File: src/sv/hav_pkg.sv
// hav_pkg: shared types, widths and constants of the haversine distance pipeline
// used by every cell module and the top level; depends on nothing
`default_nettype none

package hav_pkg;

  // cordic depth, valid from 12 to 40
  localparam int CORDIC_STAGES = 24;
  localparam int IDX_W = 6;

  // cordic datapath width, q30 values with guard bits
  localparam int CW = 34;

  // degrees to binary angle: floor((k * |deg| + 45) / 90), 4 dividend bits per cell
  localparam int NUM_W     = 40;
  localparam int DIV_BITS  = 4;
  localparam int DIV_CELLS = NUM_W / DIV_BITS;
  localparam int REM_W     = 7;
  localparam int ANG_W     = 32;
  localparam logic [REM_W:0]   DIV_D    = 8'd90;
  localparam logic [NUM_W-1:0] NUM_BIAS = 40'd45;

  // integer square root of (a << 30), one root bit per cell
  localparam int SQ_ROOT_W  = 31;
  localparam int SQ_REM_W   = 61;
  localparam int SQ_TRIAL_W = 63;
  localparam int SQ_IDX_W   = 5;

  localparam logic signed [CW-1:0] GAIN_Q30 = 34'sd652032874;

  typedef struct packed {
    logic             vld;
    logic             neg;
    logic [NUM_W-1:0] num;
    logic [REM_W-1:0] rem;
    logic [ANG_W-1:0] q;
  } div_t;

  typedef struct packed {
    logic                 vld;
    logic                 flip;
    logic signed [CW-1:0] x;
    logic signed [CW-1:0] y;
    logic signed [CW-1:0] z;
  } cordic_t;

  typedef struct packed {
    logic                 vld;
    logic [SQ_REM_W-1:0]  rem;
    logic [SQ_ROOT_W-1:0] root;
  } sqrt_t;

  // round(atan(2^-i) * 2^30)
  function automatic logic signed [CW-1:0] atan_q30(input logic [IDX_W-1:0] i);
    logic signed [CW-1:0] r;
    case (i)
      6'd0:    r = 34'sd843314857;
      6'd1:    r = 34'sd497837829;
      6'd2:    r = 34'sd263043837;
      6'd3:    r = 34'sd133525159;
      6'd4:    r = 34'sd67021687;
      6'd5:    r = 34'sd33543516;
      6'd6:    r = 34'sd16775851;
      6'd7:    r = 34'sd8388437;
      6'd8:    r = 34'sd4194283;
      6'd9:    r = 34'sd2097149;
      default: begin
        if (i <= 6'd30) r = {{(CW-1){1'b0}}, 1'b1} << (6'd30 - i);
        else r = '0;
      end
    endcase
    return r;
  endfunction

endpackage

`default_nettype wire

File: src/sv/hav_div_cell.sv
// hav_div_cell: one cell of the constant divide-by-90 chain, four dividend bits per cell
// depends on hav_pkg
`default_nettype none

module hav_div_cell (
  input  logic          clk,
  input  logic          rst_n,
  input  logic          en,
  input  hav_pkg::div_t d_in,
  output hav_pkg::div_t d_out
);
  import hav_pkg::*;

  div_t d_nxt;
  div_t d_r;

  always_comb begin
    logic [REM_W:0]   r8;
    logic [NUM_W-1:0] num;
    logic [REM_W-1:0] rem;
    logic [ANG_W-1:0] q;
    num = d_in.num;
    rem = d_in.rem;
    q   = d_in.q;
    for (int j = 0; j < DIV_BITS; j++) begin
      r8  = {rem, num[NUM_W-1]};
      num = num << 1;
      if (r8 >= DIV_D) begin
        r8 = r8 - DIV_D;
        q  = {q[ANG_W-2:0], 1'b1};
      end else begin
        q  = {q[ANG_W-2:0], 1'b0};
      end
      rem = r8[REM_W-1:0];
    end
    d_nxt     = d_in;
    d_nxt.num = num;
    d_nxt.rem = rem;
    d_nxt.q   = q;
  end

  always_ff @(posedge clk) begin
    if (!rst_n) begin
      d_r.vld <= 1'b0;
    end else if (en) begin
      d_r <= d_nxt;
    end
  end

  assign d_out = d_r;

endmodule

`default_nettype wire

File: config.mk
export PLATFORM = sky130hd
export DESIGN_NAME = hav_div_cell
export DESIGN_NICKNAME = d
export VERILOG_FILES = /design/src/sv/hav_pkg.sv /design/src/sv/hav_div_cell.sv
export SDC_FILE = /design/constraint.sdc
export NUM_CORES = 1
export LEC_CHECK = 0
export ABC_AREA = 1
export BUFFER_PORTS_ARGS = -buffer_cell sky130_fd_sc_hd__clkbuf_2
export CAP_MARGIN = 20
export CELL_PAD_IN_SITES_DETAIL_PLACEMENT = 0
export CELL_PAD_IN_SITES_GLOBAL_PLACEMENT = 1
export CORE_MARGIN = 4
export CORE_UTILIZATION = 35
export DETAILED_ROUTE_END_ITERATION = 8
export PLACE_DENSITY_LB_ADDON = 0.1
export SLEW_MARGIN = 20
export SYNTH_ARGS = -nofsm -noshare
export SYNTH_HDL_FRONTEND = slang
export SYNTH_SLANG_ARGS = --single-unit
File: constraint.sdc
create_clock -name clk -period 3.92 [get_ports clk]
set_input_delay 0.588 -clock clk [delete_from_list [all_inputs] [get_ports clk]]
set_output_delay 0.588 -clock clk [all_outputs]
set_load 0.02 [all_outputs]
---- Word-level counts from Yosys, hierarchy flattened ----
Cells that the tools add are included.
operators by class
  add/subtract/negate cells ............... 4
  $lt $le $gt $ge ......................... 4
  mux-type cells .......................... 8
  reductions and logical operators ........ 1
operator list
  operator                                                                             number
  8-bit by 7-bit greater-or-equal comparator with 1-bit output, second input constant  4
  7-bit two-way mux                                                                    4
  7-bit subtractor, second input constant                                              4
  1-bit two-way mux                                                                    4
  2-bit AND reduction                                                                  1
storage, ports and cells
  register bits after elaboration ......... 77
  input port bits ......................... 84
  output and inout port bits .............. 81
  word-level logic and storage cells ...... 22

---- Logic depth before layout (Yosys ltp) ----
  word-level depth ........................ 8
  gate-level depth with buffers ........... 26
  depth with buffers taken out ............ 26

---- Least setup slack after synthesis ----
Ideal clock, no wire load.
  path type ............................... input -> register
  start ................................... input port d_in[32] (netlist name)
  end ..................................... register d_r (netlist bit d_out[38]) (data pin)
  setup time .............................. 0.252 ns
  arrival ................................. 2.678 ns
  data required time ...................... 3.668 ns
  slack ................................... 0.990 ns
  cell stages on the path ................. 22
  path buffers ............................ 0
  path through ............................ inv_2 ha_1 o21ai_0 nand2_1 nand2_4 nand2_4 a21oi_2 nand3_4 nand2_8 nand2_2 nand2_1 nand2_2 nor2_4 nand2_8 nand2_8 nand2_2 nand2_4 inv_2 a21oi_4 nand2_4 nand2_1 nand2_1
RTL lines
  what                  RTL line            RTL
  from (decl)           hav_div_cell.sv:9   input hav_pkg::div_t d_in,
  to (signal assigned)  hav_div_cell.sv:46  d_r <= d_nxt;
  to (decl)             hav_div_cell.sv:15  div_t d_r;

==> results.yml <==
die:
  ios: 165
  start_util_pct: 36.6
  dieArea_um2: 11500
  fp.dieW_um: 107
  placementRows: 35
  core_um2: 9370
  fp.dieH_um: 107
logic_synthesis:
  synth_seq_cells: 77
  mappedNetlistArea_um2: 3430
  yosysWarnings: 0
  avgSynthCellArea_um2: 12.7
  dominantRegCellSynth: "edfxtp_1"
  ys_types: 30
  synthDominantCellAreaShare_pct: 66.5
  syn_inst: 270
  synth-edff-count: 76
  synth_top_area_cell: "edfxtp_1"
  synth_most_common_cell: "edfxtp_1"
  synth_commonest_cells: "76 x edfxtp_1, 67 x nand2_1, 26 x nand3_1"
  yosysSeqAreaShare_pct: 67.1
  synthArstFlopShare_pct: 0
  yosys-top-cells-area: "edfxtp_1 66%, nand2_1 7.3%, nand3_1 3.8%"
global_route:
  grt_pass1_wl_um: 12700
  grt_pass1_vias: 2357
  grt_max_degree: 60
  overflow: 0
  antenna_found_initial: 0
  grt_usage_pct: 14.5
critical_path:
  critPathCaptureType: "flip-flop"
  crit_fanout: 8
  path_class: "input port to flip-flop"
  critical-path-max-stage-delay_ns: 0.28
  r2r_start: "d_out[80]"
  cp_num_cells: 23
  path_common_cell: "nand2_1"
  path_cells: "clkbuf_2, inv_2, ha_1, nor2_1, nand2_1, nand2_1, nand2_4, nand2_4, inv_2, a21oi_4, nand2_8, nand2_1, nand3_1, nor2_4, nand2_8, nand2_8, nand2_2, nand2_4, inv_2, a21oi_4, nand2_4, nand2_1, nand2_1"
  cp.arrival_ns: 3.13
  startpoint_type: "input port"
  crit_buf_inv: 4
  r2r_cells: 2
  cp_slowest_cell: "a21oi_4"
  startpoint: "d_in[32]"
  setup.worst_path.end: "d_out[38]"
  crit_required_ns: 4.02
  crit_family: "simple AND/OR/NAND/NOR gates"
  worst-r2r-setup-slack_ns: 3.30
  r2r-end: "d_out[80]"
power:
  p_int_mw: 1.44
  p_comb_share_pct: 28.4
  p_seq_share_pct: 47.2
  ir_drop_mv: 0.171
  clockPowerShare_pct: 24.4
  power_density_nw_per_um2: 474
  p_leak_nw: 2.10
  switching_power_mw: 0.715
  switching_share_pct: 33.2
route:
  wl_um: 8360
  wire_per_inst_um: 14.6
  initialDrtViolationCount: 49
  dr.pass1.iters: 4
  routed_via_density: 4.36
  drc_errors: 0
  final_antenna_net_count: 0
  vias: 2489
cells_and_area:
  syn_to_final_growth_pct: 32.2
  layout.nets: 522
  final_layout_size_suffix_gt1_share_pct: 51.4
  utilization_pct: 48.4
  n_antenna_cell: 0
  fillers: 916
  largest_reg_flops: 77
timing:
  tightest_slew_ns: 0.728
  worst_slack_ns: 0.888
  hold_viol: 0
  rsz0062_at_grt: "false"
  final.setup_skew_ns: 0
  max_freq_ghz: 0.330
  tns_ns: 0
  relSlewSlack_pct: 51.5
  setup_violations: 0
  maxSlewViolCount: 0
  min_period_over_period_pct: 77.3
  post-route-min-period_ns: 3.03
placed_design:
  gp_congestion: 0.737
  io_buffers: 156
  post-place-ws_ns: 0.520
  dp_hpwl_um: 6840
clock_network:
  cts.clk_slew.worst_paths_ns: 0.08
  cts_setup_buffers: 0
  numCtsBuffers: 9
  cts_resized: 0
  h-tree-depth: 3
  clk_latency_ns: 0.33
  ctsHoldBuffers: 0
  cts_sinks: 77
  cts_tree: "done"
  clock_path_buffers: 2
  clock-root-buffer: "clkbuf_8"
worst_hold_path:
  min-delay-start: "d_in[54]"
  min_path_type: "input port to flip-flop"
flow_run:
  maxCapViolCount: 0
run_status:
  outcome: "finished clean"
cell usage in the layout (no fill, tap or decap), types with 2 or more instances in the layout:
cell type	instances
clkbuf_2	156
xor2_1	2
nor2_1	6
nand2_2	16
a21oi_1	2
inv_2	9
clkinvlp_4	4
clkbuf_8	9
o21ai_0	3
nand3_1	26
nor2_2	5
nand3_4	2
edfxtp_1	76
nand3_2	4
nor2_4	2
nand2_1	67
nand2_4	5
inv_6	2
conb_1	4
inv_1	21
and2_1	2
nand2_8	4
a21oi_4	3
layout make-up:
class | instances | area, um^2 | area share [%]
Sequential cell | 77 | 2300 | 50.7
Multi-Input combinational cell | 162 | 998 | 22.0
Timing Repair Buffer | 157 | 788 | 17.4
Tap cell | 129 | 161 | 3.56
Clock buffer | 10 | 128 | 2.81
Inverter | 30 | 113 | 2.48
Clock inverter | 6 | 47.5 | 1.05
cell families (layout without fill, tap and decap cells):
| kind of cell | Yosys count | in the layout | synth area share, % |
|---|---|---|---|
| and+or+nand+nor | 142 | 142 | 24.2 |
| DFF | 77 | 77 | 67.1 |
| buffers and inverters | 34 | 203 | 4.16 |
| AOI/OAI and AO/OA | 12 | 12 | 3.35 |
| xor gates and xnor gates | 3 | 3 | 0.766 |
| adders and majority gates | 1 | 1 | 0.365 |
| other | 1 | 4 | 0.109 |
worst min path at each step:
stage | endpoint | cells after the start
2_1_floorplan | d_out[80] | 2
3_3_place_gp | d_out[80] | 2
3_5_place_dp | d_out[80] | 2
4_1_cts | d_out[58] | 1
5_1_grt | d_out[63] | 1
6_report | d_out[58] | 1
routing by layer:
metal	part of all wire, %	global-route usage (%)	vias to the layer above	wire (um)
met5	0	0	-	0
met4	1.2	4.38	0	99
met3	10	5.54	7	854
met2	49	24.7	95	4070
met1	40	16.8	1141	3330
li1	-	-	1246	-
through the flow:
| stage | power, mW | hold WS (ns) | area, um^2 | cells |
|---|---|---|---|---|
| global placement | 1.64 | 0.526 | 4360 | 555 |
| CTS | 2.18 | 0.396 | 4540 | 571 |
| floorplan | 1.48 | 0.606 | 3440 | 273 |
| detailed placement | 1.65 | 0.524 | 4360 | 555 |
| finish | 2.15 | 0.415 | 4540 | 571 |
| global route | 2.28 | 0.383 | 4540 | 571 |
power groups by stage:
stage | Clock (mW) | Sequential [mW] | Combinational [mW]
4_1_cts | 0.546 | 1.02 | 0.619
2_1_floorplan | 0 | 1.12 | 0.358
3_3_place_gp | 0 | 1.03 | 0.609
6_report | 0.526 | 1.01 | 0.610
5_1_grt | 0.589 | 1.02 | 0.675
3_5_place_dp | 0 | 1.03 | 0.618
(Power assumes the default switching activity.)
