$ cat src/sv/hav_pkg.sv
// hav_pkg: shared types, widths and constants of the haversine distance pipeline
// used by every cell module and the top level; depends on nothing
`default_nettype none

package hav_pkg;

  // cordic depth, valid from 12 to 40
  localparam int CORDIC_STAGES = 24;
  localparam int IDX_W = 6;

  // cordic datapath width, q30 values with guard bits
  localparam int CW = 34;

  // degrees to binary angle: floor((k * |deg| + 45) / 90), 4 dividend bits per cell
  localparam int NUM_W     = 40;
  localparam int DIV_BITS  = 4;
  localparam int DIV_CELLS = NUM_W / DIV_BITS;
  localparam int REM_W     = 7;
  localparam int ANG_W     = 32;
  localparam logic [REM_W:0]   DIV_D    = 8'd90;
  localparam logic [NUM_W-1:0] NUM_BIAS = 40'd45;

  // integer square root of (a << 30), one root bit per cell
  localparam int SQ_ROOT_W  = 31;
  localparam int SQ_REM_W   = 61;
  localparam int SQ_TRIAL_W = 63;
  localparam int SQ_IDX_W   = 5;

  localparam logic signed [CW-1:0] GAIN_Q30 = 34'sd652032874;

  typedef struct packed {
    logic             vld;
    logic             neg;
    logic [NUM_W-1:0] num;
    logic [REM_W-1:0] rem;
    logic [ANG_W-1:0] q;
  } div_t;

  typedef struct packed {
    logic                 vld;
    logic                 flip;
    logic signed [CW-1:0] x;
    logic signed [CW-1:0] y;
    logic signed [CW-1:0] z;
  } cordic_t;

  typedef struct packed {
    logic                 vld;
    logic [SQ_REM_W-1:0]  rem;
    logic [SQ_ROOT_W-1:0] root;
  } sqrt_t;

  // round(atan(2^-i) * 2^30)
  function automatic logic signed [CW-1:0] atan_q30(input logic [IDX_W-1:0] i);
    logic signed [CW-1:0] r;
    case (i)
      6'd0:    r = 34'sd843314857;
      6'd1:    r = 34'sd497837829;
      6'd2:    r = 34'sd263043837;
      6'd3:    r = 34'sd133525159;
      6'd4:    r = 34'sd67021687;
      6'd5:    r = 34'sd33543516;
      6'd6:    r = 34'sd16775851;
      6'd7:    r = 34'sd8388437;
      6'd8:    r = 34'sd4194283;
      6'd9:    r = 34'sd2097149;
      default: begin
        if (i <= 6'd30) r = {{(CW-1){1'b0}}, 1'b1} << (6'd30 - i);
        else r = '0;
      end
    endcase
    return r;
  endfunction

endpackage

`default_nettype wire

$ cat src/sv/hav_cordic_cell.sv
// hav_cordic_cell: one micro-rotation of a cordic chain, rotation or vectoring mode
// depends on hav_pkg (cordic_t, atan_q30)
`default_nettype none

module hav_cordic_cell (
  input  logic                      clk,
  input  logic                      rst_n,
  input  logic                      en,
  input  logic                      vec_mode,
  input  logic [hav_pkg::IDX_W-1:0] idx,
  input  hav_pkg::cordic_t          d_in,
  output hav_pkg::cordic_t          d_out
);
  import hav_pkg::*;

  cordic_t d_nxt;
  cordic_t d_r;

  always_comb begin
    logic signed [CW-1:0] dx;
    logic signed [CW-1:0] dy;
    logic signed [CW-1:0] at;
    logic                 neg;
    dx  = d_in.y >>> idx;
    dy  = d_in.x >>> idx;
    at  = atan_q30(idx);
    // vectoring drives y toward zero, rotation drives z toward zero
    neg = vec_mode ? (d_in.y > 0) : d_in.z[CW-1];
    d_nxt = d_in;
    if (neg) begin
      d_nxt.x = d_in.x + dx;
      d_nxt.y = d_in.y - dy;
      d_nxt.z = d_in.z + at;
    end else begin
      d_nxt.x = d_in.x - dx;
      d_nxt.y = d_in.y + dy;
      d_nxt.z = d_in.z - at;
    end
  end

  always_ff @(posedge clk) begin
    if (!rst_n) begin
      d_r.vld <= 1'b0;
    end else if (en) begin
      d_r <= d_nxt;
    end
  end

  assign d_out = d_r;

endmodule

`default_nettype wire

$ cat config.mk
export PLATFORM = sky130hd
export DESIGN_NAME = hav_cordic_cell
export DESIGN_NICKNAME = d
export VERILOG_FILES = /design/src/sv/hav_pkg.sv /design/src/sv/hav_cordic_cell.sv
export SDC_FILE = /design/constraint.sdc
export NUM_CORES = 1
export LEC_CHECK = 0
export BUFFER_PORTS_ARGS = -buffer_cell sky130_fd_sc_hd__clkbuf_2
export CAP_MARGIN = 20
export CORE_UTILIZATION = 55
export DETAILED_ROUTE_END_ITERATION = 8
export PLACE_DENSITY = 0.8
export SYNTH_ARGS = -nofsm -noshare
export SYNTH_HDL_FRONTEND = slang
export SYNTH_SLANG_ARGS = --single-unit
$ cat constraint.sdc
create_clock -name clk -period 5.65 [get_ports clk]
set_input_delay 0.2825 -clock clk [delete_from_list [all_inputs] [get_ports clk]]
set_output_delay 0.2825 -clock clk [all_outputs]
set_load 0.01 [all_outputs]
Word-level counts from Yosys, hierarchy flattened
Index checks and enable logic that the tools add are counted.
{"block": "totals", "out_inout_bits": 104, "inputBits": 114, "wordCells": 32, "register_bits": 104}
{"block": "op_classes", "n_shift": 3, "n_eq_ne": 9, "mux": 4, "add_sub_neg": 7, "reduce_logical": 2, "n_lt_le_gt_ge": 2}
{"cell": "one-hot mux 34 bit (10 select lines)", "count": 1}
{"cell": "adder 34 bit", "count": 3}
{"cell": "2-to-1 mux 102 bit", "count": 1}
{"cell": "subtractor 34 bit", "count": 3}
{"cell": ">>> shifter 34 x 6 -> 34 bit", "count": 2}
{"cell": "> comparator 34 x 1 -> 1 bit, second input constant", "count": 1}
{"cell": "2-to-1 mux 34 bit", "count": 1}
{"cell": "<< shifter 1 x 6 -> 34 bit, first input constant", "count": 1}
{"cell": "equality test 6 x 3 -> 1 bit, second input constant", "count": 4}
{"cell": "equality test 6 x 2 -> 1 bit, second input constant", "count": 2}
{"cell": "equality test 6 x 4 -> 1 bit, second input constant", "count": 2}
{"cell": "equality test 6 x 1 -> 1 bit, second input constant", "count": 1}
{"cell": "<= comparator 6 x 5 -> 1 bit, second input constant", "count": 1}
{"cell": "logical NOT 6 bit", "count": 1}
{"cell": "subtractor 5 x 6 -> 6 bit, first input constant", "count": 1}
{"cell": "AND reduction 2 bit", "count": 1}
{"cell": "2-to-1 mux 1 bit", "count": 1}

Longest topological paths before layout
{"block": "depth", "ltp_word": 6, "ltp_mapped": 30, "mapped_depth_nobuf": 22}

Least setup slack after synthesis
OpenSTA, ideal clock, no wires.
{"block": "synth_timing", "path_kind": "in2reg", "from": "in idx[0] in the netlist's numbering", "to": "reg d_r (netlist bit d_out[67]), data pin", "setup_time_ps": 266, "path_stages": 25, "t_arrival_ps": 5610, "path_slack_ps": -226, "cell_sequence": "buf_6 -> buf_4 -> buf_4 -> buf_4 -> buf_2 -> mux4_2 -> a22oi_1 -> o211ai_1 -> o211ai_1 -> ha_1 -> nand3_1 -> nor3_2 -> a31oi_1 -> xnor2_1 -> ha_1 -> a21oi_1 -> o21ai_0 -> or3_1 -> o211ai_1 -> o21ai_0 -> o31ai_1 -> o21ai_0 -> a2111oi_0 -> o41ai_1 -> xnor2_1"}
{"item": "from (decl)", "line": "hav_cordic_cell.sv:10", "text": "input logic [hav_pkg::IDX_W-1:0] idx,"}
{"item": "to (signal assigned)", "line": "hav_cordic_cell.sv:45", "text": "d_r <= d_nxt;"}
{"item": "to (decl)", "line": "hav_cordic_cell.sv:17", "text": "cordic_t d_r;"}

==> parameters.txt <==
Parameter                              Value

Run status
  Outcome    finished, final reports clean

Critical path
  Sort of element at the end of the critical path    flop
  Largest stage delay, worst path    520 ps
  Classification of the worst setup path    in -> reg
  CP max stage cell    or4_1
  Critical path startpoint category    input pin
  CP cell instances    buf_12, buf_12, buf_4, or3_1, mux2i_1, o211ai_1, a221o_1, and4bb_1, nand4_2, or3_4, or4_1, a221o_1, ha_1, inv_1, nor3_1, a21oi_1, a21boi_2, a31oi_2, mux2i_1, nand3_1
  Maximum net fanout on the critical path    26
  Worst EP arrival    roughly 5600 ps
  Endpoint required time on the critical path    5800 ps

Synth
  Cell type with the highest aggregate area in the netlist    edfxtp_1
  Count of mapped cells out of synthesis    1859
  Most area-consuming cells after synthesis    edfxtp_1 19%, mux4_2 9.7%, ha_1 7.9%
  Count of different cell masters after synthesis    98
  Number of register bits inferred by synthesis    104
  Cell with the most instances after synthesis    a21oi_1
  Number of flops mapped to enable cells by yosys    around 100
  Area of the mapped netlist    0.0161 mm^2
  Async set or reset register ratio after synthesis    0%
  Number of warnings reported in the yosys synthesis log    0
  Most instantiated cells after synthesis    177 x a21oi_1, 141 x nand2_1, 132 x nor2_1
  Syn_area_per_cell    about 8.7 um^2
  Syn_nets    2078
  Top cell type's share of synthesized area    around a fifth
  Portion of the post-synthesis area used by sequential elements    19.4%
  Post-synth top flop    edfxtp_1

Clock tree
  Root buf cell    clkbuf_16
  Clock Path Buffers    2
  Worst skew pair latency    380 ps
  Clock buffer count from CTS    9
  H-tree depth    3
  Clock slew seen by the registers of the worst setup and hold paths    about 90 ps
  TritonCTS clock tree    built
  Sink Count    around 100
  Hold bufs inserted after CTS    0

Global routing
  Total gr overflow    0
  Via count of the first global-routing pass    ~19000
  Antenna violations before repair    0
  Pin count of the biggest net entering global routing    64
  First-pass GRT wire length    108000 um
  Overall track demand over capacity in global routing    46.8%

Routing
  Vias post-DR    19300
  Drt first pass iters    6
  Count of unresolved DRC violations after routing    0
  Wire length per cell    25.2 um
  Post-DR vias/cell    6.78
  Initial detailed-routing violation count    2502
  Sum of routed wire length over all layers    71600 um
  Antenna-violating nets left    0

Floorplanning
  Horizontal die dimension    between 150 and 200 um
  Row count    62
  Initial core utilization    a little under three fifths
  Vertical extent of the die    173 um
  Boundary pin count    218
  CORE AREA    0.0287 mm^2
  Die area    approximately 0.03 mm^2

Power
  Peak supply drop    0.211 mV
  Leak pwr    0.00948 uW
  Sequential Power Share    between 20% and 30%
  Switching fraction of total power    42.5%
  Share of power burned in the clock network    13.9%
  Internal Dissipation    2770 uW
  Power Density    227 mW/mm^2
  Net switching power figure    2050 uW
  Logic gate share of total power    63.2%

Placement
  PortBufs    217
  Routability congestion estimate    approximately 1.1
  Sum of net half-perimeters after detailed placement    57700 um
  Placed Cells incl. Taps    2824

STA
  Share of the cycle needed by the critical path after routing    between 90% and 100%
  Minimum period implied by the final worst setup slack    5480 ps
  Number of hold-slack violations in the final timing report    0
  Total setup violations reported at the end of the flow    0
  Pins over their slew limit    0
  Worst Tran Pin Value    816 ps
  Hold Slack    75.8 ps
  Max frequency    roughly 180 MHz
  Setup clock skew after layout    0 ps
  Max transition margin    44.2%

Cells and area
  Number of filler cells placed in the layout    2168
  Number of flip-flops in the largest register    104
  Area used by multi-input combinational logic    0.0124 mm^2
  Combined flip-flop and latch cell area    0.00311 mm^2
  Area added between synthesis and finish    32.0%
  Layout Nets    2673
  Layout cell share with drive strength beyond 1    35.5%
  Antenna Diode Count    0
  Post-route non-filler standard cell count    2843

Job
  Max-cap violations    0

Worst hold path
  Type of the most critical hold path    in -> reg
[final timing paths]
| path | start | endpoint | slack, ps | cells past startpoint |
|---|---|---|---|---|
| setup / recovery | idx[1] | d_out[100]$_DFFE_PP_ | 170 | 20 |
| setup reg to reg | d_out[103]$_SDFFE_PN0P_ | d_out[103]$_SDFFE_PN0P_ | 5010 | 2 |
| hold reg to reg | d_out[103]$_SDFFE_PN0P_ | d_out[103]$_SDFFE_PN0P_ | 580 | 2 |
| hold / removal | d_in[102] | d_out[102]$_DFFE_PP_ | 80 | 1 |
[kinds of logic (layout without fill, tap and decap cells)]
logic type | count (synthesis) | after routing | share of synthesized area, %
AO/OA/AOI/OAI | 594 | 594 | 23.9
AND/OR/NAND/NOR | 534 | 534 | 16.8
multiplexers | 192 | 192 | 17.6
XOR/XNOR | 175 | 175 | 9.53
buffers and inverters | 155 | 755 | 4.51
adder cells (fa/ha/maj) | 105 | 105 | 8.31
flip-flops | 104 | 104 | 19.4
[power by group through the flow]
stage               registers [uW]  clock network, uW  logic, uW
floorplan                     1190                  0       1600
global placement              1120                  0       2820
detailed placement            1120                  0       2920
CTS                           1110                666       2940
global route                  1110                687       3230
finish                        1100                673       3050
[cell usage in the layout (no fill, tap or decap), types with 15 or more instances in the layout]
master and count:
o211ai_1 16, o22ai_1 25, nand2b_1 36, ha_1 102, a21oi_1 176, clkbuf_2 214, nor3_1 44, a21o_1 42
o21ai_0 112, o21a_1 21, a31oi_1 28, xnor2_1 100, xor2_1 75, nand3_1 37, inv_1 43, a22oi_1 17
edfxtp_1 103, mux2i_1 87, o21bai_1 18, buf_4 466, nor2b_1 18, nor2_1 131, nand2_1 141, mux4_2 69
nor4_1 18, mux2_2 32, and2_1 17, o31ai_1 15
[repair_timing]
action,in CTS,in global routing
setup endpoints to repair,4,17
setup buffers,0,3
resized for setup,3,21
pin swaps,0,4
[metal layers]
layer  routed length, um  global-route usage, %  share of wire (%)  vias up
met5                   0                      0                  0        -
met4                5030                   30.1                7.0        0
met3                8410                   8.64                 12      348
met2               31900                   74.2                 44     1555
met1               26300                   58.5                 37     9038
li1                    -                      -                  -     8334
[critical path, delay by kind of cell]
family | cells | cell delay, ps
buf+inv | 4 | 600
simple gates | 7 | 2430
fa+ha+maj | 1 | 320
mux | 2 | 400
compound gates | 6 | 1550
[stage by stage]
step / area [um^2] / power (uW) / worst slack, ps / setup TNS (ps) / util [%]
final: 21200 / 4830 / 169 / 0 / 74.0
after floorplan: 16100 / 2800 / 11.7 / 0 / -
after global placement: 20800 / 3940 / -360 / -2310 / 72.5
after global routing: 21200 / 5030 / -34.2 / -48.3 / 74.0
after CTS: 21100 / 4710 / 93.6 / 0 / 73.6
after detailed placement: 20800 / 4040 / -445 / -3860 / 72.5
[layout make-up]
cell class / instances / share of cell area [%]
clock buffers: 9 / 1.06
well taps: 384 / 2.26
inverters: 45 / 0.796
multi-input cells: 1600 / 58.3
flip-flops and latches: 104 / 14.7
repair buffers: 694 / 22.7
clock inverters: 7 / 0.289
No activity file was read; power rests on OpenSTA's default activity.
