File: config.mk
export PLATFORM = sky130hd
export DESIGN_NAME = hav_sqrt_cell
export DESIGN_NICKNAME = d
export VERILOG_FILES = /design/src/sv/hav_pkg.sv /design/src/sv/hav_sqrt_cell.sv
export SDC_FILE = /design/constraint.sdc
export NUM_CORES = 1
export LEC_CHECK = 0
export BUFFER_PORTS_ARGS = -buffer_cell sky130_fd_sc_hd__buf_2
export CORE_ASPECT_RATIO = 1.1
export CORE_MARGIN = 2
export CORE_UTILIZATION = 50
export CTS_CLUSTER_SIZE = 14
export DETAILED_ROUTE_END_ITERATION = 10
export GPL_TIMING_DRIVEN = 0
export PLACE_DENSITY = 0.82
export SYNTH_ARGS = -nofsm -noshare
export SYNTH_HDL_FRONTEND = slang
export SYNTH_SLANG_ARGS = --single-unit
File: constraint.sdc
create_clock -name clk -period 26.6 [get_ports clk]
set_input_delay 0 -clock clk [delete_from_list [all_inputs] [get_ports clk]]
set_output_delay 0 -clock clk [all_outputs]
set_load 0.01 [all_outputs]
File: src/sv/hav_pkg.sv
// hav_pkg: shared types, widths and constants of the haversine distance pipeline
// used by every cell module and the top level; depends on nothing
`default_nettype none

package hav_pkg;

  // cordic depth, valid from 12 to 40
  localparam int CORDIC_STAGES = 24;
  localparam int IDX_W = 6;

  // cordic datapath width, q30 values with guard bits
  localparam int CW = 34;

  // degrees to binary angle: floor((k * |deg| + 45) / 90), 4 dividend bits per cell
  localparam int NUM_W     = 40;
  localparam int DIV_BITS  = 4;
  localparam int DIV_CELLS = NUM_W / DIV_BITS;
  localparam int REM_W     = 7;
  localparam int ANG_W     = 32;
  localparam logic [REM_W:0]   DIV_D    = 8'd90;
  localparam logic [NUM_W-1:0] NUM_BIAS = 40'd45;

  // integer square root of (a << 30), one root bit per cell
  localparam int SQ_ROOT_W  = 31;
  localparam int SQ_REM_W   = 61;
  localparam int SQ_TRIAL_W = 63;
  localparam int SQ_IDX_W   = 5;

  localparam logic signed [CW-1:0] GAIN_Q30 = 34'sd652032874;

  typedef struct packed {
    logic             vld;
    logic             neg;
    logic [NUM_W-1:0] num;
    logic [REM_W-1:0] rem;
    logic [ANG_W-1:0] q;
  } div_t;

  typedef struct packed {
    logic                 vld;
    logic                 flip;
    logic signed [CW-1:0] x;
    logic signed [CW-1:0] y;
    logic signed [CW-1:0] z;
  } cordic_t;

  typedef struct packed {
    logic                 vld;
    logic [SQ_REM_W-1:0]  rem;
    logic [SQ_ROOT_W-1:0] root;
  } sqrt_t;

  // round(atan(2^-i) * 2^30)
  function automatic logic signed [CW-1:0] atan_q30(input logic [IDX_W-1:0] i);
    logic signed [CW-1:0] r;
    case (i)
      6'd0:    r = 34'sd843314857;
      6'd1:    r = 34'sd497837829;
      6'd2:    r = 34'sd263043837;
      6'd3:    r = 34'sd133525159;
      6'd4:    r = 34'sd67021687;
      6'd5:    r = 34'sd33543516;
      6'd6:    r = 34'sd16775851;
      6'd7:    r = 34'sd8388437;
      6'd8:    r = 34'sd4194283;
      6'd9:    r = 34'sd2097149;
      default: begin
        if (i <= 6'd30) r = {{(CW-1){1'b0}}, 1'b1} << (6'd30 - i);
        else r = '0;
      end
    endcase
    return r;
  endfunction

endpackage

`default_nettype wire

File: src/sv/hav_sqrt_cell.sv
// hav_sqrt_cell: one root bit of a digit-by-digit integer square root chain
// depends on hav_pkg (sqrt_t)
`default_nettype none

module hav_sqrt_cell (
  input  logic                         clk,
  input  logic                         rst_n,
  input  logic                         en,
  input  logic [hav_pkg::SQ_IDX_W-1:0] idx,
  input  hav_pkg::sqrt_t               d_in,
  output hav_pkg::sqrt_t               d_out
);
  import hav_pkg::*;

  sqrt_t d_nxt;
  sqrt_t d_r;

  always_comb begin
    logic [SQ_TRIAL_W-1:0] trial;
    logic                  ge;
    // (2*root + 2^b) * 2^b, the growth of root^2 when bit b is set
    trial = (SQ_TRIAL_W'(d_in.root) << ({1'b0, idx} + 6'd1))
          + (SQ_TRIAL_W'(1) << {idx, 1'b0});
    ge    = SQ_TRIAL_W'(d_in.rem) >= trial;
    d_nxt = d_in;
    if (ge) begin
      d_nxt.rem  = d_in.rem - trial[SQ_REM_W-1:0];
      d_nxt.root = d_in.root | (SQ_ROOT_W'(1) << idx);
    end
  end

  always_ff @(posedge clk) begin
    if (!rst_n) begin
      d_r.vld <= 1'b0;
    end else if (en) begin
      d_r <= d_nxt;
    end
  end

  assign d_out = d_r;

endmodule

`default_nettype wire

# Word level (Yosys, flattened, before mapping)
# Cells that the tools add are included.
[word_totals] reg_bits=93 in_bits=101
[classes] add_sub_neg=3 order_cmp=1 n_reduce_logical=1 n_bitwise=1 mux=1 shift=3
[ops] cell="$mux 92" n=1
[ops] cell="$add 63x63->63" n=1
[ops] cell="$ge 61x63->1" n=1
[ops] cell="$shl 1x6->63 const A" n=1
[ops] cell="$shl 31x6->63" n=1
[ops] cell="$sub 61x61->61" n=1
[ops] cell="$or 31x31->31" n=1
[ops] cell="$shl 1x5->31 const A" n=1
[ops] cell="$add 5x1->6 const B" n=1
[ops] cell="$reduce_and 2->1" n=1

# Logic depth before layout (Yosys ltp)
# Gate-level depths: netlist of run 1.
[logic_depth] word_depth=5 mapped_depth=47

# Least setup slack after synthesis of run 1
# Ideal clock, no wire load.
[synth_timing] kind="input to register" from="input port idx[0] (netlist bit)" to="register d_r (netlist bit d_out[40]) (data pin)" setup_ns=0.260 stages=43 setup_slack_ns=17.510 path_buffers=9 arrival_time_ns=8.829 path_cell_list="buf_4 inv_2 buf_2 clkbuf_1 ha_1 buf_4 buf_6 buf_6 buf_2 buf_2 mux2_2 o21ai_0 mux2i_1 nand2_1 o31ai_1 o21ai_0 nor2_1 ha_1 [7 not listed] o21ba_2 o21bai_1 a21oi_1 xor2_1 ha_1 and4_1 and3_1 nand3_1 or4_1 a211o_1 a2111oi_0 nor2_1 o21ai_1 a31oi_1 o21a_1 nor3_4 buf_6 mux2_4"
[synth_rtl] item="start, declared" line="hav_sqrt_cell.sv:9" text="input logic [hav_pkg::SQ_IDX_W-1:0] idx,"
[synth_rtl] item="end signal, assigned" line="hav_sqrt_cell.sv:36" text="d_r <= d_nxt;"
[synth_rtl] item="end, declared" line="hav_sqrt_cell.sv:16" text="sqrt_t d_r;"

==> qor.yml, run 1 <==
syn_area_mm2: 0.0131
place_area_mm2: 0.0146
place.port_buffers: 193
synth_top_cell_by_area: "edfxtp_1"
cap_violations: 0
area_growth_pct: 20.0
drcViolationCount: 0
fin_crit_sh_pct: 45.3
p_int_w: 0.000483
setup_ws_ns: 14.55
cts_hold_buf: 88
clk_pin_slew_ns: 0.07
critPathLaunch: "idx[0]"
setup_viol: 0
syn_inst: 1505
p_sw_w: 0.000336
cts_setup_buffers: 0
status: "finished, violations left"
n_fill_cell: 2256
ys_async_sr_fraction_pct: 0
clockRootBuffer: "clkbuf_16"
failed_checks: "hold timing"
rsz0062_at_grt: "no"
cp.arrival_ns: 12.18
grt_overflow: 0
largest_reg_flops: 93
die_h_um: 174
final_common_cell: "buf_2"
critPathSlowestCell: "nor3_4"
viasPerCell: 6.22
grt_pass1_wl_mm: 73.1
gp_routability_congestion: 1.05
hold_violations: 1
rows: 62
p_leak_nw: 6.78
synth_seq_cells: 93
antenna_found_initial: 0
drive_gt1_share_pct: 21.1
seq_area_frac_synth_pct: 21.2
place_hpwl_mm: 39.1
syn_nets: 1707
fin_setup_tns_ns: 0
r2r_slack_ns: 25.43
critical_path_class: "in -> reg"
clkPwrFrac_pct: 17.2
clk_latency_ns: 0.37
netlist-cell-type-count: 90
required_ns: 26.73
pre_cts_ws_ns: 14.64
firstDrtPassIters: 5
grt_pass1_vias: 12885
start_util_pct: 50.6
power.density_mw_per_mm2: 51.9
postRouteAntennaNets: 0
cts_tree: "done"
first_iter_violations: 856
relSlewSlack_pct: 19.6
core_region_area_mm2: 0.0260
crit_path_max_fanout: 11
worst_setup_path_end_kind: "register"
final_cell_mix: "buf_2, nor2_1, nand2_1"
min-delay-start: "d_in[31]"
syn_avg_cell_area_um2: 8.74
numCtsBuffers: 9
min_path_type: "in -> reg"
gr-usage-all-layers_pct: 34.9
clock_sinks: 93
postLayoutCellArea_mm2: 0.0158
worst_path_largest_cell_delay_ns: 0.68
p_sw_share_pct: 41.1
grt_max_degree: 54
period_minus_slack_ns: 12.05
diodes: 0
synth_edf_count: 92
yosysTopAreaCellShare_pct: 21.0
yosys_warnings: 0
wl_mm: 48.8
fin_hold_ws_ns: -0.00105
ios: 194
start_kind: "input pin"
crit_top_cell: "buf_2"
die_w_um: 159
p_comb_share_pct: 59.2
die_area_mm2: 0.0276
r2r_start: "d_out[92]"
ys.flop_type: "edfxtp_1"
vias: 13406
fin_skew_ns: 0
synthTopCellsByArea: "edfxtp_1, ha_1, mux2_4"
clock_path_buffers: 2
cts_resized: 0
cts-htree-levels: 3
peakVddDrop_mv: 0.0322
max_clock_freq_mhz: 83.0
final_net_count: 2000
routedWlPerCell_um: 22.6
slew_viol_final: 0
pwr-share-seq_pct: 23.6
worst_pin_slew_ns: 1.17
cell usage after synthesis (14+ instances only):
cell      count
nor2b_1      14
mux4_2       23
mux2_2       31
nand2b_1     17
nand2_1     123
ha_1        100
a21o_1       82
a21oi_1     107
nand4_1      20
o21bai_1     23
inv_1        35
mux2_4       55
edfxtp_1     92
xor2_1       45
and2_1       28
clkbuf_1     48
xnor2_1      65
nor3_1       19
and3_1       14
o22ai_1      20
o21ai_0      78
nor2_1      142
mux2i_1      53
nand3_1      29
a31oi_1      28
cell families after synthesis:
logic type | count (synthesis) | share of synthesized area, %
xor+xnor | 112 | 7.66
fa+ha+maj | 101 | 9.67
compound gates | 458 | 23.2
buf+inv | 122 | 4.44
mux | 163 | 17.0
flops | 93 | 21.2
simple gates | 456 | 16.8
layout make-up:
cell class,count,area [um^2],share of cell area [%]
timing repair buffer,282,1870,11.9
sequential,93,2780,17.6
clock buffer,11,233,1.48
buffer,84,442,2.80
multi-input combinational,1290,9790,62.0
clock inverter,5,75.1,0.476
tap,352,440,2.79
inverter,38,143,0.904
power groups by stage:
stage | Combinational, W | Sequential (W) | Clock, W
floorplan | 0.000329 | 0.000207 | 0
global placement | 0.000452 | 0.000196 | 0
detailed placement | 0.000460 | 0.000196 | 0
CTS | 0.000473 | 0.000193 | 0.000142
global route | 0.000520 | 0.000195 | 0.000148
finish | 0.000485 | 0.000193 | 0.000141
worst paths after layout:
check	to	depth (start not counted)
hold / removal	d_out[31]	3
hold reg to reg	d_out[92]	3
setup / recovery	d_out[90]	44
setup reg to reg	d_out[92]	3
metal layers:
layer  global-route usage (%)  routed length, um
met5                        0                  0
met2                     56.1              22100
met1                     43.5              19900
met4                     20.8               3360
met3                     5.86               3400
per-stage QoR:
step                      cells  util (%)  total power, W
after floorplan            1505         -        0.000536
after global placement     2050      56.0        0.000648
after detailed placement   2051      56.1        0.000656
after CTS                  2155      60.7        0.000808
after global routing       2155      60.7        0.000862
final                      2155      60.7        0.000819
worst max-delay path: cells and delay by family:
kind                     cells  cell delay, ns
AND/OR/NAND/NOR             12            3.44
multiplexers                 3            0.87
AO/OA/AOI/OAI               13            3.60
adder cells (fa/ha/maj)      3            0.96
buffers and inverters       12            3.08
XOR/XNOR                     1            0.16
(Power assumes the default switching activity.)
==> run 2, diff against run 1 <==
Settings changed: PLACE_DENSITY 0.82 to 0.85.
Clock period 26.6 ns to 10.75 ns, I/O delays scaled along.
==> run 2 against run 1 <==
  * The flow now finishes without violations
  * Non-clock buffer count is 2 higher
  * Combinational power is 150% higher
  * Via count is 0.51% higher
  * Clock power is 130% higher
  * Final cell count hardly changed
  * Clock skew stayed put
  * Worst hold slack better by 0.014 ns
  * Critical path depth is 1 lower
  * Die area stayed put
  * Clock-buffer cell count is 2 lower
  * Sequential power is 150% higher
  * Cell area is 0.37% higher
==> qor.yml, run 2 (synthesized netlist as in run 1, its figures left out) <==
reg2regPathDepth: 3  # unchanged
area_growth_pct: 20.4  # was 20.0%
status: "finished, final reports clean"  # was finished, violations left
worst_path_largest_cell_delay_ns: 0.58  # was 0.68 ns
seqCellArea_mm2: 0.00278  # unchanged
die_h_um: 174  # unchanged
die_w_um: 159  # unchanged
diodes: 0  # unchanged
relSlewSlack_pct: 31.9  # was 19.6%
place_area_mm2: 0.0146  # unchanged
grt_max_degree: 53  # was 54
cts_tree: "done"  # unchanged
fin_skew_ns: 0  # unchanged
grt_pass1_vias: 12921  # about the same
cp.arrival_ns: 10.35  # was 12.18 ns
die_area_mm2: 0.0276  # unchanged
start_kind: "input pin"  # unchanged
slew_viol_final: 0  # unchanged
final_net_count: 2002  # was 2000
worst_setup_path_end_kind: "register"  # unchanged
wl_mm: 49.6  # was 48.8 mm
p_leak_nw: 6.80  # was 6.78 nW
peakVddDrop_mv: 0.0808  # was 0.0322 mV
clock_sinks: 93  # unchanged
gr-usage-all-layers_pct: 35.5  # was 34.9%
critPathSlowestCell: "or4_1"  # was nor3_4
grt_pass1_wl_mm: 74.3  # was 73.1 mm
cap_violations: 0  # unchanged
required_ns: 10.88  # was 26.73 ns
use_met1_pct: 44.5  # was 43.5%
grt_use_met2_pct: 58.3  # was 56.1%
crit_path_max_fanout: 19  # was 11
ios: 194  # unchanged
power.density_mw_per_mm2: 127  # was 51.9 mW/mm^2
place.port_buffers: 193  # unchanged
numCtsBuffers: 9  # unchanged
postLayoutCellArea_mm2: 0.0158  # about the same
final_cell_mix: "buf_2, nor2_1, nand2_1"  # unchanged
clk_pin_slew_ns: 0.07  # about the same
clock_path_buffers: 2  # unchanged
cpLargestDelayFamily: "simple AND/OR/NAND/NOR gates"  # was compound AO/OA/AOI/OAI gates
n_fill_cell: 2207  # was 2256
worst_pin_slew_ns: 0.994  # was 1.17 ns
multi_input_area_mm2: 0.00981  # was 0.00979 mm^2
hold_violations: 0  # was 1
start_util_pct: 50.6  # unchanged
fin_crit_sh_pct: 95.1
setup_ws_ns: 0.528  # was 14.55 ns
min-delay-start: "d_in[31]"  # unchanged
clockRootBuffer: "clkbuf_16"  # unchanged
r2r-end: "d_out[92]"  # unchanged
antenna_found_initial: 0  # unchanged
hold-path-endpoint: "d_out[31]"  # unchanged
drive_gt1_share_pct: 21.7  # was 21.1%
critical_path_class: "in -> reg"  # unchanged
first_iter_violations: 1234  # was 856
crit_top_cell: "buf_4"  # was buf_2
clk_latency_ns: 0.37  # about the same
r2r_slack_ns: 9.59  # was 25.43 ns
rows: 62  # unchanged
cts-htree-levels: 3  # unchanged
period_minus_slack_ns: 10.22
firstDrtPassIters: 6  # was 5
largest_reg_flops: 93  # unchanged
rsz0062_at_grt: "no"  # unchanged
place_hpwl_mm: 39.4  # was 39.1 mm
max_clock_freq_mhz: 97.8
routedWlPerCell_um: 23.0  # was 22.6 um
final_common_cell: "buf_2"  # unchanged
min_path_type: "in -> reg"  # unchanged
core_region_area_mm2: 0.0260  # unchanged
r2r_start: "d_out[92]"  # unchanged
postRouteAntennaNets: 0  # unchanged
whs_path_depth: 3  # unchanged
busiest_layer: "met2"  # unchanged
vias: 13475  # was 13.4k
pre_cts_ws_ns: -1.28  # was 14.64 ns
crit_buf_inv: 11  # was 12
use_met3_pct: 6.06  # was 5.86%
setup_viol: 0  # unchanged
gp_routability_congestion: 1.04  # was 1.05
drcViolationCount: 0  # unchanged
grt_overflow: 0  # unchanged
viasPerCell: 6.25  # was 6.22
run 2: changes by cell type in the layout (fill, tap and decap cells not counted), moves of 2 or more:
cell / before / now
buf_2: 204 / 200
buf_1: 8 / 5
buf_4: 4 / 7
clkbuf_1: 50 / 48
clkbuf_2: 0 / 2
dlygate4sd3_1: 88 / 90
o31ai_1: 13 / 11
o31ai_2: 1 / 3
run 2: how the worst max path moves through the flow:
stage,start,depth (start not counted),end,slack [ns]
finish,idx[0],43,d_out[32],0.53
global route,idx[0],44,d_out[32],0.07
CTS,idx[0],44,d_out[32],0.04
detailed placement,idx[0],43,d_out[33],-1.28
global placement,idx[0],43,d_out[35],-1.30
floorplan,idx[0],43,d_out[40],1.66
run 2: final cells by class:
class | instances | share of cell area (%)
Buffer | 81 | 2.80
Clock buffer | 9 | 1.42
Clock inverter | 7 | 0.419
Inverter | 38 | 0.901
Multi-Input combinational cell | 1290 | 61.9
Sequential cell | 93 | 17.6
Tap cell | 352 | 2.78
Timing Repair Buffer | 287 | 12.2
run 2: tightest hold or removal path, cell delays in order:
cell and delay (ns):
buf_2 0.08, inv_1 0.05, mux2i_1 0.13
run 2: routing by layer:
layer,part of all wire [%],vias up
met5,0,-
met4,5.4,0
met3,7.3,129
met2,47,680
met1,40,6398
li1,-,6268
run 2: where the power goes:
group / switching, W / total (W) / leakage (nW) / internal, W
registers: 0.0000101 / 0.000478 / 0.872 / 0.000468
clock network: 0.000152 / 0.000330 / 0.136 / 0.000179
logic: 0.000682 / 0.00121 / 5.79 / 0.000527
run 2: through the flow:
stage | total power [W] | hold slack [ns] | std cells | setup TNS (ns) | utilization (%)
floorplan | 0.00133 | 0.128 | 1505 | 0 | -
global placement | 0.00161 | 0.227 | 2050 | -109.53 | 56.0
detailed placement | 0.00163 | 0.272 | 2051 | -107.94 | 56.1
CTS | 0.00199 | 0.0194 | 2157 | 0 | 60.8
global route | 0.00213 | 0.0380 | 2157 | 0 | 60.9
finish | 0.00202 | 0.0128 | 2157 | 0 | 60.9
run 2: what timing repair did:
item,CTS,global route
buffers inserted,1,1
pin swaps,1,1
hold endpoints to repair,89,0
resized for setup,7,6
gates cloned,0,0
hold buffers,90,0
setup endpoints to repair,92,92
